### config.mk
export PLATFORM = sky130hd
export DESIGN_NAME = text_whitespace_case_filter
export DESIGN_NICKNAME = d
export VERILOG_FILES = /design/src/design/twcf_pkg.sv /design/src/design/text_whitespace_case_filter.sv
export VERILOG_INCLUDE_DIRS = /design/src /design/src/design
export SDC_FILE = /design/constraint.sdc
export NUM_CORES = 1
export LEC_CHECK = 0
export ABC_AREA = 1
export ABC_CLOCK_PERIOD_IN_PS = 1500
export BUFFER_PORTS_ARGS = -buffer_cell sky130_fd_sc_hd__buf_4
export CAP_MARGIN = 5
export CORE_MARGIN = 8
export CORE_UTILIZATION = 46
export CTS_CLUSTER_SIZE = 10
export DETAILED_ROUTE_END_ITERATION = 10
export HOLD_SLACK_MARGIN = 0.05
export PLACE_DENSITY = 0.8
export REMOVE_ABC_BUFFERS = 1
export SETUP_SLACK_MARGIN = 0.5
export SYNTH_ARGS = -nofsm -noshare
export SYNTH_HDL_FRONTEND = slang
export SYNTH_SLANG_ARGS = --single-unit
### constraint.sdc
create_clock -name clk -period 1.5 [get_ports clk]
set_clock_uncertainty 0.15 [all_clocks]
set_input_delay 0.225 -clock clk [delete_from_list [all_inputs] [get_ports clk]]
set_output_delay 0.225 -clock clk [all_outputs]
set_load 0.1 [all_outputs]
### src/design/text_whitespace_case_filter_defines.svh
// ---------------------------------------------------------------------------
// Text whitespace and case filter: assertion macros
// Concurrent assertion helpers clocked on clk and disabled during rst.
// ---------------------------------------------------------------------------
`ifndef TEXT_WHITESPACE_CASE_FILTER_DEFINES_SVH
`define TEXT_WHITESPACE_CASE_FILTER_DEFINES_SVH

// The consequent must hold in the same cycle as the antecedent.
`define TWCF_ASSERT_IMP(lbl, ante, cons, msg) \
  lbl: assert property (@(posedge clk) disable iff (rst) (ante) |-> (cons)) \
    else $error(msg);

// The consequent must hold in the cycle after the antecedent.
`define TWCF_ASSERT_NXT(lbl, ante, cons, msg) \
  lbl: assert property (@(posedge clk) disable iff (rst) (ante) |=> (cons)) \
    else $error(msg);

`endif

### src/design/twcf_pkg.sv
// ---------------------------------------------------------------------------
// Text whitespace and case filter: package
// Character codes, register indexes and shared widths.
// ---------------------------------------------------------------------------
`default_nettype none

package twcf_pkg;

  localparam int CharWidth     = 8;
  localparam int CfgIndexWidth = 8;
  localparam int CfgDataWidth  = 8;

  typedef logic [CharWidth-1:0]     char_t;
  typedef logic [CfgIndexWidth-1:0] cfg_index_t;
  typedef logic [CfgDataWidth-1:0]  cfg_data_t;

  localparam char_t CH_BLANK  = 8'h20;
  localparam char_t CH_DQUOTE = 8'h22;
  localparam char_t CH_SQUOTE = 8'h27;
  localparam char_t CH_DEL    = 8'h7F;
  localparam char_t CASE_BIT  = 8'h20;

  typedef enum logic [CfgIndexWidth-1:0] {
    REG_DROP_ALL_WHITE     = 8'd0,
    REG_DROP_LEADING_WHITE = 8'd1,
    REG_REDUCE_WHITE_RUNS  = 8'd2,
    REG_HONOR_QUOTES       = 8'd3,
    REG_MAKE_UPPER         = 8'd4,
    REG_MAKE_LOWER         = 8'd5,
    REG_DROP_CONTROL       = 8'd6,
    REG_SWAP_CASE          = 8'd7
  } reg_index_t;

  typedef struct packed {
    logic drop_all_white;
    logic drop_leading_white;
    logic reduce_white_runs;
    logic honor_quotes;
    logic make_upper;
    logic make_lower;
    logic drop_control;
    logic swap_case;
  } mode_t;

endpackage

`default_nettype wire

### src/design/text_whitespace_case_filter.sv
// ---------------------------------------------------------------------------
// Text whitespace and case filter
// Filters a byte stream one beat at a time: whitespace removal or reduction,
// control character removal, ASCII case conversion and verbatim quotes.
// ---------------------------------------------------------------------------
//
//   Channel  Direction  Payload
//   s_axis   in         tdata[7:0] in_char, tlast in_last
//   m_axis   out        tdata[7:0] out_char, tuser out_valid, tlast out_last
//   cfg      in         cfg_index register number, cfg_data bit 0 value
//
// Every input beat yields exactly one output beat in the next cycle, so
// the filter sustains one byte per cycle unless m_axis stalls. The output
// register is refilled in the cycle it is emptied. A stall on m_axis holds
// s_axis_tready low until the waiting beat is taken. The rst input clears
// the modes and the text state; the state also clears after a tlast beat.
//
`default_nettype none

`include "text_whitespace_case_filter_defines.svh"

module text_whitespace_case_filter (
  input  wire logic                clk,
  input  wire logic                rst,
  input  wire logic                s_axis_tvalid,
  output logic                     s_axis_tready,
  input  wire twcf_pkg::char_t     s_axis_tdata,  // [7:0] in_char
  input  wire logic                s_axis_tlast,
  output logic                     m_axis_tvalid,
  input  wire logic                m_axis_tready,
  output twcf_pkg::char_t          m_axis_tdata,  // [7:0] out_char
  output logic                     m_axis_tuser,  // [0] out_valid
  output logic                     m_axis_tlast,
  input  wire logic                cfg_valid,
  output logic                     cfg_ready,
  input  wire twcf_pkg::cfg_index_t cfg_index,
  input  wire twcf_pkg::cfg_data_t  cfg_data
);
  import twcf_pkg::*;

  mode_t mode;
  logic  in_quote, quote_is_single, in_white_run, seen_nonwhite;
  logic  in_quote_next, quote_is_single_next, in_white_run_next, seen_nonwhite_next;
  logic  emit;
  char_t oc;
  logic  s_beat, is_white, is_ctrl, is_quote;

  function automatic char_t convert_case(char_t c, mode_t m);
    char_t r;
    r = c;
    if (m.make_upper && (r inside {[8'h61:8'h7A]})) r = r & ~CASE_BIT;
    if (m.make_lower && (r inside {[8'h41:8'h5A]})) r = r | CASE_BIT;
    if (m.swap_case && ((r inside {[8'h61:8'h7A]}) || (r inside {[8'h41:8'h5A]}))) begin
      r = r ^ CASE_BIT;
    end
    return r;
  endfunction

  assign cfg_ready     = 1'b1;
  assign s_axis_tready = !m_axis_tvalid || m_axis_tready;
  assign s_beat        = s_axis_tvalid && s_axis_tready;

  always_ff @(posedge clk) begin
    if (rst) begin
      mode <= '0;
    end else if (cfg_valid) begin
      case (cfg_index)
        REG_DROP_ALL_WHITE:     mode.drop_all_white     <= cfg_data[0];
        REG_DROP_LEADING_WHITE: mode.drop_leading_white <= cfg_data[0];
        REG_REDUCE_WHITE_RUNS:  mode.reduce_white_runs  <= cfg_data[0];
        REG_HONOR_QUOTES:       mode.honor_quotes       <= cfg_data[0];
        REG_MAKE_UPPER:         mode.make_upper         <= cfg_data[0];
        REG_MAKE_LOWER:         mode.make_lower         <= cfg_data[0];
        REG_DROP_CONTROL:       mode.drop_control       <= cfg_data[0];
        REG_SWAP_CASE:          mode.swap_case          <= cfg_data[0];
        default: begin
        end
      endcase
    end
  end

  always_comb begin
    is_white = (s_axis_tdata == CH_BLANK) || (s_axis_tdata inside {[8'h09:8'h0D]});
    is_ctrl  = (s_axis_tdata < CH_BLANK) || (s_axis_tdata == CH_DEL);
    is_quote = (s_axis_tdata == CH_DQUOTE) || (s_axis_tdata == CH_SQUOTE);
    emit                 = 1'b0;
    oc                   = s_axis_tdata;
    in_quote_next        = in_quote;
    quote_is_single_next = quote_is_single;
    in_white_run_next    = in_white_run;
    seen_nonwhite_next   = seen_nonwhite;
    if (in_quote) begin
      emit = 1'b1;
      if (s_axis_tdata == (quote_is_single ? CH_SQUOTE : CH_DQUOTE)) in_quote_next = 1'b0;
    end else if (mode.honor_quotes && is_quote) begin
      emit                 = 1'b1;
      in_white_run_next    = 1'b0;
      seen_nonwhite_next   = 1'b1;
      in_quote_next        = 1'b1;
      quote_is_single_next = (s_axis_tdata == CH_SQUOTE);
    end else if (is_white) begin
      if (mode.drop_all_white) begin
        emit = 1'b0;
      end else if (mode.drop_leading_white && !seen_nonwhite) begin
        emit = 1'b0;
      end else if (mode.reduce_white_runs) begin
        if (!in_white_run) begin
          emit              = 1'b1;
          oc                = CH_BLANK;
          in_white_run_next = 1'b1;
        end
      end else begin
        emit = !(mode.drop_control && is_ctrl);
      end
    end else if (is_ctrl) begin
      in_white_run_next  = 1'b0;
      seen_nonwhite_next = 1'b1;
      emit               = !mode.drop_control;
    end else begin
      in_white_run_next  = 1'b0;
      seen_nonwhite_next = 1'b1;
      emit               = 1'b1;
      if (!s_axis_tdata[CharWidth-1]) oc = convert_case(s_axis_tdata, mode);
    end
    if (s_axis_tlast) begin
      in_quote_next        = 1'b0;
      quote_is_single_next = 1'b0;
      in_white_run_next    = 1'b0;
      seen_nonwhite_next   = 1'b0;
    end
  end

  always_ff @(posedge clk) begin
    if (rst) begin
      in_quote        <= 1'b0;
      quote_is_single <= 1'b0;
      in_white_run    <= 1'b0;
      seen_nonwhite   <= 1'b0;
    end else if (s_beat) begin
      in_quote        <= in_quote_next;
      quote_is_single <= quote_is_single_next;
      in_white_run    <= in_white_run_next;
      seen_nonwhite   <= seen_nonwhite_next;
    end
  end

  always_ff @(posedge clk) begin
    if (rst) begin
      m_axis_tvalid <= 1'b0;
    end else if (s_beat) begin
      m_axis_tvalid <= 1'b1;
    end else if (m_axis_tready) begin
      m_axis_tvalid <= 1'b0;
    end
  end

  always_ff @(posedge clk) begin
    if (s_beat) begin
      m_axis_tuser <= emit;
      m_axis_tdata <= emit ? oc : '0;
      m_axis_tlast <= s_axis_tlast;
    end
  end

  `TWCF_ASSERT_NXT(a_last_clears, s_beat && s_axis_tlast, !in_quote && !in_white_run && !seen_nonwhite, "state not cleared after last beat")
  `TWCF_ASSERT_NXT(a_beat_fills, s_beat, m_axis_tvalid, "accepted beat gave no output beat")
  `TWCF_ASSERT_IMP(a_quiet_zero, m_axis_tvalid && !m_axis_tuser, m_axis_tdata == '0, "suppressed beat carries data")
  `TWCF_ASSERT_IMP(a_quote_no_run, in_quote, !in_white_run, "whitespace run open inside quotes")

endmodule

`default_nettype wire
==> flow_summary.rst <==
.. list-table::
   :header-rows: 1

   * - Metric
     - Value
   * - Sort of element at the end of the critical path
     - register
   * - Diodes inserted
     - 0
   * - Mean instance size in the synthesized netlist
     - approximately 7 µm²
   * - Routability cong.
     - about 0.87
   * - Library cells used by synthesis
     - 33
   * - Sinks on Clock Net
     - 23
   * - Total global routing track utilization
     - 0.1369
   * - Mapped Cells
     - 200
   * - Lkg Pwr
     - roughly 1 nW
   * - Via count normalized by instance count
     - 5.051
   * - I/O pin cnt
     - between 40 and 50
   * - Final net count
     - 294
   * - Starting Density
     - 0.4697
   * - Clock slew at reported path FFs
     - approximately 0.13 ns
   * - Internal Dissipation
     - roughly 0.00097 W
   * - Total met2 wirelength after detailed routing
     - 2026 µm
   * - Pre-antenna DRT Iters
     - 4
   * - Detailed-route DRC error count
     - 0
   * - Maximum VDD drop
     - approximately 0.42 mV
   * - Min cycle time layout
     - 1.425 ns
   * - Buffer and inverter count on the worst path
     - 0
   * - Top cell family by delay on the critical path
     - flip-flops
   * - Final total negative setup slack
     - 0 ns
   * - Remaining antenna violation count
     - 0
   * - X dimension of the die
     - approximately 71 µm
   * - Skew-Pair Late Insertion Delay
     - 0.32 ns
   * - Detailed Place HPWL
     - ~2600 µm
   * - Switching power
     - approximately 0.00051 W
   * - Data arrival at the endpoint of the critical path
     - 1.38 ns
   * - Maximum clock rate
     - 701.6 MHz
   * - Logic pwr share
     - 0.327
   * - Root Buffer Master
     - clkbuf_4
   * - Top post-synthesis cells by area
     - edfxtp_1 (21%), dfxtp_1 (19%), nand2_1 (13%)
   * - Seq pwr share
     - 0.471
   * - Std cell rows
     - 20
   * - Final instance area
     - about 2200 µm²
   * - Largest buffer count on any clock path
     - 2
   * - Part of the cycle the worst path needs
     - 0.9502
   * - Quantity of I/O buffers inserted on ports
     - 34
   * - Antenna violations before repair
     - 0
   * - Commonest non-fill, non-tap cell in the layout
     - nand2_1
   * - Part of the total power dissipated in the clock network
     - 0.202
   * - Metal3 WL
     - 141 µm
   * - Number of CTS-inserted buffers
     - 3
   * - MaxCap Viol Count
     - 0
   * - Level count of the clock H-tree
     - 1
   * - Type of the setup path with the least slack
     - reg2reg
   * - Die height
     - 71.15 µm
   * - Yosys top cell by area
     - edfxtp_1
   * - Worst Path Required
     - between 1 and 1.5 ns
   * - Clock tree from TritonCTS
     - done
   * - Setup repair after global routing missed its margin
     - true
   * - Portion of the post-synthesis area used by sequential elements
     - 0.4007
   * - Layout Area Growth over Synthesis
     - 60.64%
   * - Commonest cells after routing, fill and taps aside
     - nand2_1 (40), buf_4 (39), inv_1 (25), nor2_1 (21), buf_12 (12)
   * - Power density over cell area
     - roughly 660 nW/µm²
   * - Area of the die
     - a little over 5000 µm²
   * - Number of warning messages in the yosys log
     - 0
   * - Core Footprint
     - approximately 3000 µm²
   * - Highest routed layer
     - met4
   * - Routed metal-1 wire length
     - around 1500 µm
   * - Detailed-route wire length
     - approximately 3800 µm
   * - Number of DRC markers after the initial detailed-route iteration
     - 80
   * - Max stage delay cell, worst path
     - dfxtp_1
   * - Startpoint Class
     - register
   * - Switching share of total power
     - 0.3451
   * - Yosys reg bits
     - 23
   * - Fill count
     - 210
   * - Maximum fanout along the worst path
     - 2
   * - Critical Path, Cell by Cell
     - a21oi_4 > nand3_1 > nand2_1 > a21oi_1 > nand2_1 > nor2_1 > nor2_1
   * - Routed wire length per instance
     - 12.68 µm
   * - Instance area at placement
     - 1797 µm²
   * - Number of setup violations in the final report
     - 0
   * - Via Count
     - 1495
   * - Maximum number of pins on one net before global-route repair
     - 14
   * - Path class of the lowest-slack min-delay path
     - in2reg
   * - First-pass GRT wire length
     - ~5800 µm
   * - Layout cell share with drive strength beyond 1
     - 0.4259
   * - Power, Total
     - between 0.001 and 0.0015 W
   * - Final Hold Violating Endpoints
     - 0
   * - Max-slew violation count
     - 0
   * - Via count of the first global-routing pass
     - between 1000 and 1500
   * - Global route total overflow
     - 0
   * - Share of Yosys cell area claimed by the top area cell type
     - 0.2147
   * - Run status
     - completed
   * - Syn Std Cell Area
     - ~1400 µm²
   * - Delay of the slowest critical-path stage
     - 0.43 ns
-- logic make-up (layout without fill, tap and decap cells) --
family | after synthesis | count (layout) | synth area share
other cells | 1 | 1 | 0.002681
simple gates | 111 | 111 | 0.3676
buf+inv | 35 | 98 | 0.1073
flops | 23 | 23 | 0.4007
compound gates | 29 | 29 | 0.1145
mux | 1 | 1 | 0.007156
-- flip-flops by register name (all words and copies together), names as in the netlist --
name	flops
quote_is_single	1
m_axis_tdata	8
in_quote	1
mode	8
seen_nonwhite	1
in_white_run	1
m_axis_tvalid	1
m_axis_tuser	1
m_axis_tlast	1
-- worst paths after layout --
kind | cells after the start | slack (ns) | from | end
worst min-delay path | 3 | 0.05 | cfg_data[0] | mode[7]$_SDFFE_PP0P_
worst max-delay path | 7 | 0.07 | mode[6]$_SDFFE_PP0P_ | m_axis_tdata[5]$_SDFFCE_PN0P_
worst max register to register | 7 | 0.07 | mode[6]$_SDFFE_PP0P_ | m_axis_tdata[5]$_SDFFCE_PN0P_
worst min register to register | 2 | 0.33 | mode[0]$_SDFFE_PP0P_ | mode[0]$_SDFFE_PP0P_
-- synthesized netlist by cell type, drive strengths merged --
master,n
o211ai,1
dfxtp,13
nor4,2
conb,1
or2,1
edfxtp,10
buf,3
nor3b,2
nand4,3
nand2,52
a211oi,1
o21ai,10
nand3b,1
a21oi,15
nor2,32
a31oi,2
mux2i,1
nand2b,1
nand3,10
clkbuf,1
inv,31
nor3,7
-- worst register-to-register path, delay by kind of cell, from the launching register on --
family	cells	cell delay, ns
AO/OA/AOI/OAI	2	0.23
AND/OR/NAND/NOR	5	0.40
flip-flops	1	0.43
-- metrics by stage --
| stage | hold WS, ns | cells | setup slack [ns] | util |
|---|---|---|---|---|
| finish | 0.05302 | 296 | 0.07465 | 0.7546 |
| global route | 0.04991 | 296 | -0.01562 | 0.7546 |
| CTS | 0.06603 | 293 | 0.1345 | 0.6786 |
| detailed placement | 0.2645 | 281 | -0.09384 | 0.6034 |
| global placement | 0.2646 | 281 | -0.07014 | 0.6034 |
| floorplan | 0.1441 | 196 | -1.348 | - |
-- routing by layer --
layer	vias to the layer above	track usage
met5	-	0
met4	0	0.03695
met3	7	0.03107
met2	45	0.2612
met1	672	0.1443
li1	771	-
-- power groups by stage --
stage | clock network, W | logic, W | registers [W]
final | 0.000300 | 0.000486 | 0.000699
after global routing | 0.000330 | 0.000514 | 0.000701
after CTS | 0.000297 | 0.000431 | 0.000693
after detailed placement | 0 | 0.000386 | 0.000700
after global placement | 0 | 0.000382 | 0.000699
after floorplan | 0 | 0.000113 | 0.000829
-- layout make-up --
cell class / instances / area, µm² / share of cell area
Multi-Input combinational cell: 142 / 827.0 / 0.3680
Timing Repair Buffer: 63 / 666.9 / 0.2968
Sequential cell: 23 / 565.5 / 0.2517
Inverter: 31 / 118.9 / 0.05290
Tap cell: 33 / 41.29 / 0.01837
Clock buffer: 3 / 22.52 / 0.01002
Clock inverter: 1 / 5.005 / 0.002227
-- what timing repair did --
action                                 CTS  global route
endpoints found under the hold margin    7             0
pin swaps                               12            15
hold buffers                             3             0
buffers inserted                         5             3
setup endpoints to repair               41            43
resized for setup                       38            58
Note: power is estimated with default switching activity, not from simulation.
